==> config.mk <==
export PLATFORM = sky130hd
export DESIGN_NAME = base64_stream_decoder_flat
export DESIGN_NICKNAME = d
export VERILOG_FILES = /design/src/b64_pkg.sv /design/src/b64_ifs.sv /design/src/base64_stream_decoder.sv /design/src/b64_front.sv /design/src/b64_queue.sv /design/src/b64_back.sv /design/src/flat_wrapper.sv
export VERILOG_INCLUDE_DIRS = /design/src /design/src/src
export SDC_FILE = /design/constraint.sdc
export NUM_CORES = 1
export LEC_CHECK = 0
export BUFFER_PORTS_ARGS = -buffer_cell sky130_fd_sc_hd__buf_2
export CELL_PAD_IN_SITES_DETAIL_PLACEMENT = 0
export CELL_PAD_IN_SITES_GLOBAL_PLACEMENT = 1
export CORE_ASPECT_RATIO = 2
export CORE_MARGIN = 10
export CORE_UTILIZATION = 50
export CTS_BUF_LIST = sky130_fd_sc_hd__clkbuf_16
export DETAILED_ROUTE_END_ITERATION = 12
export HOLD_SLACK_MARGIN = 0.1
export PLACE_DENSITY_LB_ADDON = 0.1
export SYNTH_ARGS = -nofsm -noshare
export SYNTH_HDL_FRONTEND = slang
export SYNTH_SLANG_ARGS = --single-unit
==> constraint.sdc <==
create_clock -name clk -period 10.3 [get_ports clk]
set_input_delay 2.06 -clock clk [delete_from_list [all_inputs] [get_ports clk]]
set_output_delay 2.06 -clock clk [all_outputs]
set_load 0.05 [all_outputs]
==> src/base64_stream_decoder_assert.svh <==
// ----------------------------------------------------------------------------
// base64 stream decoder assertion macros
// shared concurrent assertion forms, empty when synthesized
// ----------------------------------------------------------------------------
`ifndef BASE64_STREAM_DECODER_ASSERT_SVH
`define BASE64_STREAM_DECODER_ASSERT_SVH

`ifndef SYNTHESIS
`define B64_ASSERT_SAME(label, ante, cons) \
  label: assert property (@(posedge clk) disable iff (!rst_n) (ante) |-> (cons)) \
    else $error("b64 assertion failed");
`define B64_ASSERT_NEXT(label, ante, cons) \
  label: assert property (@(posedge clk) disable iff (!rst_n) (ante) |=> (cons)) \
    else $error("b64 assertion failed");
`else
`define B64_ASSERT_SAME(label, ante, cons)
`define B64_ASSERT_NEXT(label, ante, cons)
`endif

`endif

==> src/b64_pkg.sv <==
// ----------------------------------------------------------------------------
// b64_pkg
// types, character codes and the symbol table of the base64 decoder
// ----------------------------------------------------------------------------
package b64_pkg;

  localparam logic [7:0] CH_SPACE = 8'h20;
  localparam logic [7:0] CH_CR    = 8'h0D;
  localparam logic [7:0] CH_LF    = 8'h0A;
  localparam logic [7:0] CH_PAD   = 8'h3D;
  localparam logic [7:0] CH_PLUS  = 8'h2B;
  localparam logic [7:0] CH_SLASH = 8'h2F;

  localparam logic [6:0] SYM_BAD = 7'd127;
  localparam logic [6:0] SYM_PAD = 7'd64;

  localparam int QDEPTH = 4;
  localparam int QAW    = $clog2(QDEPTH);

  localparam logic KIND_DATA   = 1'b0;
  localparam logic KIND_STATUS = 1'b1;

  typedef struct packed {
    logic [2:0][7:0] data;
    logic [1:0]      nbytes;
    logic            fin;
    logic            bad;
  } job_t;

  function automatic logic [6:0] sextet_of(input logic [7:0] c);
    logic [6:0] v;
    v = SYM_BAD;
    if (c >= 8'h41 && c <= 8'h5A) v = 7'(c - 8'h41);
    else if (c >= 8'h61 && c <= 8'h7A) v = 7'(c - 8'h61 + 8'd26);
    else if (c >= 8'h30 && c <= 8'h39) v = 7'(c - 8'h30 + 8'd52);
    else if (c == CH_PLUS) v = 7'd62;
    else if (c == CH_SLASH) v = 7'd63;
    else if (c == CH_PAD) v = SYM_PAD;
    return v;
  endfunction

endpackage

==> src/b64_ifs.sv <==
// ----------------------------------------------------------------------------
// b64 channel interfaces
// valid/ready channels for characters in and decoded results out
// ----------------------------------------------------------------------------
interface b64_in_if;
  logic       valid;
  logic       ready;
  logic [7:0] symbol;
  logic       final_symbol;

  modport source (output valid, output symbol, output final_symbol, input ready);
  modport sink   (input valid, input symbol, input final_symbol, output ready);
endinterface

interface b64_out_if;
  logic       valid;
  logic       ready;
  logic       kind;
  logic [7:0] byte_value;
  logic       status;
  logic       last_result;

  modport source (output valid, output kind, output byte_value, output status,
                  output last_result, input ready);
  modport sink   (input valid, input kind, input byte_value, input status,
                  input last_result, output ready);
endinterface

==> src/base64_stream_decoder.sv <==
// ----------------------------------------------------------------------------
// base64_stream_decoder
// streaming base64 text decoder with per-message status
// ----------------------------------------------------------------------------
// in_chan carries one character per item with final_symbol on the last
// character of a message. out_chan carries decoded bytes (kind 0) as each
// group of four symbols completes, then one status result (kind 1) for the
// final character; last_result marks the final result of each input item.
// A message with status 1 is malformed and its bytes must be dropped.
// Each accepted item that yields results is written to the job queue, and
// its results then to the output register. Throughput: one character per
// cycle while the four-entry job queue has room; the output register emits
// one result per cycle while out_chan.ready is high, so an item completing
// a group yields up to three byte results, four with its status result.
// The queue refills the rate on characters that yield nothing (three of
// every four symbols). Reset (rst_n low, synchronous) clears the decoder
// state, the queue and the output valid flag. When the receiver stalls
// the output holds, the queue fills and in_chan.ready drops.
// ----------------------------------------------------------------------------
module base64_stream_decoder (
  input  logic      clk,
  input  logic      rst_n,
  b64_in_if.sink    in_chan,
  b64_out_if.source out_chan
);
  import b64_pkg::*;

  job_t push_job;
  job_t head_job;
  logic job_push;
  logic q_full;
  logic q_pop;
  logic q_valid;

  b64_front u_front (
    .clk      (clk),
    .rst_n    (rst_n),
    .in_chan  (in_chan),
    .q_full   (q_full),
    .job_push (job_push),
    .job      (push_job)
  );

  b64_queue u_queue (
    .clk       (clk),
    .rst_n     (rst_n),
    .push      (job_push),
    .wdata     (push_job),
    .full      (q_full),
    .pop       (q_pop),
    .rdata     (head_job),
    .not_empty (q_valid)
  );

  b64_back u_back (
    .clk      (clk),
    .rst_n    (rst_n),
    .q_valid  (q_valid),
    .head     (head_job),
    .q_pop    (q_pop),
    .out_chan (out_chan)
  );

endmodule

==> src/b64_front.sv <==
// ----------------------------------------------------------------------------
// b64_front
// accepts characters, tracks group and framing state, builds decode jobs
// ----------------------------------------------------------------------------
module b64_front (
  input  logic          clk,
  input  logic          rst_n,
  b64_in_if.sink        in_chan,
  input  logic          q_full,
  output logic          job_push,
  output b64_pkg::job_t job
);
  import b64_pkg::*;

  logic [17:0] group_bits_r, group_bits_nxt;
  logic [1:0]  group_fill_r, group_fill_nxt;
  logic [1:0]  pads_seen_r,  pads_seen_nxt;
  logic        space_run_r,  space_run_nxt;
  logic        cr_wait_r,    cr_wait_nxt;
  logic        failed_r,     failed_nxt;
  logic        acc;
  logic [7:0]  c;
  logic [6:0]  v;
  logic [23:0] x;
  logic [1:0]  nb;

  assign c             = in_chan.symbol;
  assign v             = sextet_of(c);
  assign x             = {group_bits_r, v[5:0]};
  assign in_chan.ready = !q_full;
  assign acc           = in_chan.valid && !q_full;

  always_comb begin
    group_bits_nxt = group_bits_r;
    group_fill_nxt = group_fill_r;
    pads_seen_nxt  = pads_seen_r;
    space_run_nxt  = space_run_r;
    cr_wait_nxt    = cr_wait_r;
    failed_nxt     = failed_r;
    nb             = 2'd0;
    if (!failed_r) begin
      if (cr_wait_r) begin
        if (c == CH_LF) begin
          cr_wait_nxt   = 1'b0;
          space_run_nxt = 1'b0;
        end else begin
          failed_nxt = 1'b1;
        end
      end else if (c == CH_SPACE) begin
        space_run_nxt = 1'b1;
      end else if (c == CH_CR) begin
        cr_wait_nxt   = 1'b1;
        space_run_nxt = 1'b0;
      end else if (c == CH_LF) begin
        space_run_nxt = 1'b0;
      end else if (space_run_r || v == SYM_BAD) begin
        failed_nxt = 1'b1;
      end else if (v == SYM_PAD && pads_seen_r >= 2'd2) begin
        failed_nxt = 1'b1;
      end else if (v != SYM_PAD && pads_seen_r != 2'd0) begin
        failed_nxt = 1'b1;
      end else begin
        if (v == SYM_PAD) pads_seen_nxt = pads_seen_r + 2'd1;
        if (group_fill_r != 2'd3) begin
          group_bits_nxt = {group_bits_r[11:0], v[5:0]};
          group_fill_nxt = group_fill_r + 2'd1;
        end else begin
          group_bits_nxt = '0;
          group_fill_nxt = 2'd0;
          nb             = 2'd3 - pads_seen_nxt;
        end
      end
    end
  end

  always_comb begin
    job.data[0] = x[23:16];
    job.data[1] = x[15:8];
    job.data[2] = x[7:0];
    job.nbytes  = nb;
    job.fin     = in_chan.final_symbol;
    job.bad     = failed_nxt || cr_wait_nxt;
    job_push    = acc && (nb != 2'd0 || in_chan.final_symbol);
  end

  always_ff @(posedge clk) begin
    if (!rst_n || (acc && in_chan.final_symbol)) begin
      group_bits_r <= '0;
      group_fill_r <= 2'd0;
      pads_seen_r  <= 2'd0;
      space_run_r  <= 1'b0;
      cr_wait_r    <= 1'b0;
      failed_r     <= 1'b0;
    end else if (acc) begin
      group_bits_r <= group_bits_nxt;
      group_fill_r <= group_fill_nxt;
      pads_seen_r  <= pads_seen_nxt;
      space_run_r  <= space_run_nxt;
      cr_wait_r    <= cr_wait_nxt;
      failed_r     <= failed_nxt;
    end
  end

endmodule

==> src/b64_queue.sv <==
// ----------------------------------------------------------------------------
// b64_queue
// short first-in first-out buffer of decode jobs between front and back
// ----------------------------------------------------------------------------
module b64_queue (
  input  logic          clk,
  input  logic          rst_n,
  input  logic          push,
  input  b64_pkg::job_t wdata,
  output logic          full,
  input  logic          pop,
  output b64_pkg::job_t rdata,
  output logic          not_empty
);
  import b64_pkg::*;

  job_t         mem [QDEPTH];
  logic [QAW-1:0] wr_ptr_r, rd_ptr_r;
  logic [QAW:0]   cnt_r, cnt_nxt;

  assign full      = cnt_r == (QAW+1)'(QDEPTH);
  assign not_empty = cnt_r != '0;
  assign rdata     = mem[rd_ptr_r];

  always_comb begin
    cnt_nxt = cnt_r;
    if (push && !pop) cnt_nxt = cnt_r + 1'b1;
    else if (pop && !push) cnt_nxt = cnt_r - 1'b1;
  end

  always_ff @(posedge clk) begin
    if (push) mem[wr_ptr_r] <= wdata;
  end

  always_ff @(posedge clk) begin
    if (!rst_n) begin
      wr_ptr_r <= '0;
      rd_ptr_r <= '0;
      cnt_r    <= '0;
    end else begin
      if (push) wr_ptr_r <= wr_ptr_r + 1'b1;
      if (pop)  rd_ptr_r <= rd_ptr_r + 1'b1;
      cnt_r <= cnt_nxt;
    end
  end

endmodule

==> src/b64_back.sv <==
// ----------------------------------------------------------------------------
// b64_back
// expands each decode job into byte and status results, one per cycle while out_chan is ready
// ----------------------------------------------------------------------------
`include "base64_stream_decoder_assert.svh"

module b64_back (
  input  logic          clk,
  input  logic          rst_n,
  input  logic          q_valid,
  input  b64_pkg::job_t head,
  output logic          q_pop,
  b64_out_if.source     out_chan
);
  import b64_pkg::*;

  logic [1:0] idx_r;
  logic [2:0] total;
  logic       load;
  logic       is_status;
  logic       out_valid_r;
  logic       kind_r;
  logic [7:0] byte_r;
  logic       status_r;
  logic       last_r;
  logic [7:0] sel_byte;

  assign total     = {1'b0, head.nbytes} + {2'b0, head.fin};
  assign is_status = idx_r == head.nbytes;
  assign load      = q_valid && (!out_valid_r || out_chan.ready);
  assign q_pop     = load && ({1'b0, idx_r} == total - 3'd1);

  always_comb begin
    unique case (idx_r)
      2'd0:    sel_byte = head.data[0];
      2'd1:    sel_byte = head.data[1];
      default: sel_byte = head.data[2];
    endcase
  end

  always_ff @(posedge clk) begin
    if (!rst_n) begin
      idx_r       <= 2'd0;
      out_valid_r <= 1'b0;
    end else begin
      if (load) idx_r <= q_pop ? 2'd0 : idx_r + 2'd1;
      if (load) out_valid_r <= 1'b1;
      else if (out_chan.ready) out_valid_r <= 1'b0;
    end
  end

  always_ff @(posedge clk) begin
    if (load) begin
      kind_r   <= is_status ? KIND_STATUS : KIND_DATA;
      byte_r   <= is_status ? 8'd0 : sel_byte;
      status_r <= is_status && head.bad;
      last_r   <= q_pop;
    end
  end

  assign out_chan.valid       = out_valid_r;
  assign out_chan.kind        = kind_r;
  assign out_chan.byte_value  = byte_r;
  assign out_chan.status      = status_r;
  assign out_chan.last_result = last_r;

  `B64_ASSERT_SAME(a_status_is_last, out_valid_r && kind_r == KIND_STATUS, last_r)
  `B64_ASSERT_SAME(a_data_clean_status, out_valid_r && kind_r == KIND_DATA, !status_r)
  `B64_ASSERT_SAME(a_idx_in_job, q_valid, {1'b0, idx_r} < total)
  `B64_ASSERT_NEXT(a_pop_restarts, q_pop, idx_r == 2'd0)

endmodule
==> src/flat_wrapper.sv <==
// flat-port wrapper written by rule: the top's interface ports become plain ports
module base64_stream_decoder_flat import b64_pkg::*;
  (clk, rst_n, in_chan_valid, in_chan_symbol, in_chan_final_symbol, in_chan_ready, out_chan_valid, out_chan_kind, out_chan_byte_value, out_chan_status, out_chan_last_result, out_chan_ready);
  b64_in_if in_chan_i ();
  b64_out_if out_chan_i ();
  input  logic clk;
  input  logic rst_n;
  input wire logic [$bits(in_chan_i.valid)-1:0] in_chan_valid;
  input wire logic [$bits(in_chan_i.symbol)-1:0] in_chan_symbol;
  input wire logic [$bits(in_chan_i.final_symbol)-1:0] in_chan_final_symbol;
  output wire logic [$bits(in_chan_i.ready)-1:0] in_chan_ready;
  output wire logic [$bits(out_chan_i.valid)-1:0] out_chan_valid;
  output wire logic [$bits(out_chan_i.kind)-1:0] out_chan_kind;
  output wire logic [$bits(out_chan_i.byte_value)-1:0] out_chan_byte_value;
  output wire logic [$bits(out_chan_i.status)-1:0] out_chan_status;
  output wire logic [$bits(out_chan_i.last_result)-1:0] out_chan_last_result;
  input wire logic [$bits(out_chan_i.ready)-1:0] out_chan_ready;
  assign in_chan_i.valid = in_chan_valid;
  assign in_chan_i.symbol = in_chan_symbol;
  assign in_chan_i.final_symbol = in_chan_final_symbol;
  assign in_chan_ready = in_chan_i.ready;
  assign out_chan_valid = out_chan_i.valid;
  assign out_chan_kind = out_chan_i.kind;
  assign out_chan_byte_value = out_chan_i.byte_value;
  assign out_chan_status = out_chan_i.status;
  assign out_chan_last_result = out_chan_i.last_result;
  assign out_chan_i.ready = out_chan_ready;
  base64_stream_decoder u_core (.clk(clk), .rst_n(rst_n), .in_chan(in_chan_i), .out_chan(out_chan_i));
endmodule
==> impl_metrics.tcl <==
set metrics [dict create \
    ant_nets 0 \
    crit_start "in_chan_symbol[1]" \
    vdd_drop_max_v 0.000113 \
    leakagePower_uw 0.00268 \
    gp_congestion 0.898 \
    finalCriticalPeriod_ns 5.92 \
    r2r_end "u_core.u_queue.cnt_r[2]" \
    post_cts_resized 0 \
    portBuffers 25 \
    critPathKind "input pin to flop" \
    total_power_uw 1920 \
    synth_sequential_area_ratio_pct 61.7 \
    die_area_mm2 0.0199 \
    synth_edf_count 123 \
    seqPwrFrac_pct 42.8 \
    fill_cells 1229 \
    netSwitchingFraction_pct 32.7 \
    drc 0 \
    worstPathRequired_ns 10.64 \
    synth_seq_cells 160 \
    worst_pin_slew_ns 1.15 \
    grt-ovfl-total 0 \
    die_h_um 190 \
    max_freq_mhz 169 \
    finalCritPeriodShare_pct 57.5 \
    clk_latency_ns 0.41 \
    fin_util_pct 56.0 \
    num_vias 4165 \
    p_sw_uw 627 \
    crit_arrival_ns 6.26 \
    die_x_um 105 \
    worstPathMaxFanout 9 \
    postCtsSetupRepairBufs 0 \
    slew_headroom_pct 21.1 \
    synth.distinct_cells 64 \
    post-place-ws_ns 3.97 \
    combinationalPowerShare_pct 27.8 \
    dp.cells 705 \
    area_delta_synth_final_pct 11.3 \
    core_mm2 0.0143 \
    finalNetCount 566 \
    startpoint_type "input pin" \
    cts_buffers 17 \
    cts_hold_buf 0 \
    synth_ff_type "edfxtp_1" \
    path_clk_slew_ns 0.07 \
    grt_pass1_wl_um 24000 \
    grt_max_degree 34 \
    critical_path.endpoint "u_core.u_queue.cnt_r[2]" \
    antenna_cells 0 \
    initial_utilization_pct 50.3 \
    finalClockSkew_ns 0.0102 \
    synth_warnings 0 \
    clock_path_buffers 2 \
    slew_viol_final 0 \
    num_io_pins 26 \
    first_global_vias 4299 \
    synth_area_mm2 0.00718 \
    hold_viol_final 0 \
    routed_wirelength_um 15400 \
    cts.sinks 160 \
    finalWorstSetupSlack_ns 4.38 \
    drtPass1Iterations 4 \
    rsz0062_at_grt "false" \
    cts_tree "done" \
    p_clk_share_pct 29.4 \
    cts.htree.levels 4 \
    p_int_uw 1290 \
    maxCapViolations 0 \
    setup_viol 0 \
    drive_gt1_share_pct 20.6 \
    syn_avg_cell_area_um2 14.1 \
    rrSetupSlack_ns 6.62 \
    synth_cells 508 \
    reg2reg_depth 14 \
    gr-usage-all-layers_pct 15.8 \
    std_cell_rows 62 \
    p_per_area_mw_per_mm2 240 \
    grt_antenna_before_repair 0 \
    vias_per_cell 5.65 \
    synth_nets 542 \
    layout.cells.non_filler 737 \
    drt_iter0_drc 247 \
    status "finished, final reports clean" \
    async_flop_share_pct 0 \
    wl_per_cell_um 21.0 \
    finalSetupTns_ns 0 \
    place_hpwl_um 10500 \
    hp-class "flop to flop" \
    endpoint_kind "flop" \
    ctsRootBufferMaster "clkbuf_16" \
]
==> layer usage <==
metal	wire length, um	global-route usage, %	vias up	part of all wire (%)
met2	8930	30.1	83	58
li1	-	-	1959	-
met4	381	6.74	0	2.5
met3	453	3.13	21	2.9
met5	0	0	-	0
met1	5680	16.1	2102	37
==> worst max-delay path, cell delays in order <==
cell and delay [ns]:
buf_2 0.17, inv_1 0.09, ha_1 0.34, nand4bb_4 0.24, and4b_1 0.39, a21oi_2 0.11, a221oi_2 0.33, o211a_1 0.30
and4_4 0.28, o2111ai_4 0.14, o31ai_4 0.44, ha_1 0.25, inv_1 0.07, fa_1 0.43, xor2_1 0.17, or3_1 0.30
a21boi_0 0.15
==> layout make-up <==
class | instances | area [um2] | share of cell area, %
Sequential cell | 160 | 4440 | 55.5
Clock inverter | 15 | 109 | 1.36
Multi-Input combinational cell | 304 | 2560 | 32.0
Clock buffer | 17 | 425 | 5.32
Timing Repair Buffer | 28 | 148 | 1.85
Tap cell | 192 | 240 | 3.01
Inverter | 21 | 78.8 | 0.986
==> through the flow <==
stage / area, um2 / hold WS (ns)
floorplan: 7180 / 0.457
global placement: 7460 / 0.459
detailed placement: 7460 / 0.469
CTS: 7990 / 0.478
global route: 7990 / 0.499
finish: 7990 / 0.473
==> sequential cells by signal, indices dropped and copies added, names as in the netlist, named ones only <==
name / cells
u_core.u_back.idx_r: 2
u_core.u_front.space_run_r: 1
u_core.u_back.out_chan.kind: 1
u_core.u_front.cr_wait_r: 1
u_core.u_queue.mem: 112
u_core.u_queue.wr_ptr_r: 2
u_core.u_front.group_bits_r: 18
u_core.u_back.out_chan.last_result: 1
u_core.u_queue.rd_ptr_r: 2
u_core.u_back.out_chan.byte_value: 8
u_core.u_back.out_chan.status: 1
u_core.u_front.failed_r: 1
u_core.u_front.group_fill_r: 2
u_core.u_front.pads_seen_r: 2
u_core.u_back.out_chan.valid: 1
u_core.u_queue.cnt_r: 3
==> kinds of logic after synthesis <==
kind of cell,count (synthesis),synth area share [%]
fa+ha+maj,21,3.76
flops,160,61.7
mux,41,10.6
buf+inv,44,2.77
simple gates,147,11.3
xor+xnor,13,1.58
compound gates,82,8.29
==> cell usage after synthesis (all sizes together), types with 2 or more instances <==
cell      n  area (um2)
and2     12        76.3
nand3b   15         113
mux2i    12         120
o31ai     3        36.3
a22oi     9        67.6
nand3    11        55.1
ha       20         250
edfxtp  123        3690
a21boi    5        48.8
inv      21        78.8
o21ai     9        48.8
nor2b     7        43.8
and3      3        20.0
dfxtp    37         741
mux4     28         631
a21o      4        31.3
buf      13        82.6
clkbuf   10        37.5
a31oi     4        31.3
nand2    34         130
xor2      5        43.8
nand2b   15        93.8
nor2     30         113
or3       2        12.5
xnor2     8        70.1
nor3      7        35.0
o22ai     2        12.5
o211a     2        20.0
a21oi    32         168
nor3b     3        32.5
o211ai    5        42.5
==> layout by cell type (no fill, tap or decap), types with 8 or more instances in the layout <==
cell type	netlist	routed
edfxtp_1	123	123
dfxtp_1	37	35
nand2_1	33	33
nor2_1	30	30
a21oi_1	30	30
mux4_2	28	28
buf_2	3	25
inv_1	21	21
ha_1	20	20
clkbuf_16	0	17
nand2b_1	15	15
nand3b_1	15	15
mux2i_1	12	12
nand3_1	11	11
a22oi_1	9	9
xnor2_1	8	8
==> power groups by stage <==
stage / Clock (uW) / Sequential, uW / Combinational (uW)
2_1_floorplan: 0 / 911 / 332
3_3_place_gp: 0 / 832 / 536
3_5_place_dp: 0 / 835 / 542
4_1_cts: 574 / 822 / 543
5_1_grt: 598 / 828 / 577
6_report: 563 / 820 / 532
==> worst min-delay path by stage <==
stage                                             from  depth (start not counted)                            to
final                     u_core.u_back.out_chan.valid                          2  u_core.u_back.out_chan.valid
after global routing      u_core.u_back.out_chan.valid                          2  u_core.u_back.out_chan.valid
after CTS                 u_core.u_back.out_chan.valid                          2  u_core.u_back.out_chan.valid
after detailed placement  u_core.u_back.out_chan.valid                          2  u_core.u_back.out_chan.valid
after global placement    u_core.u_back.out_chan.valid                          2  u_core.u_back.out_chan.valid
after floorplan             u_core.u_front.space_run_r                          2    u_core.u_front.space_run_r
No activity file was read; power rests on OpenSTA's default activity.
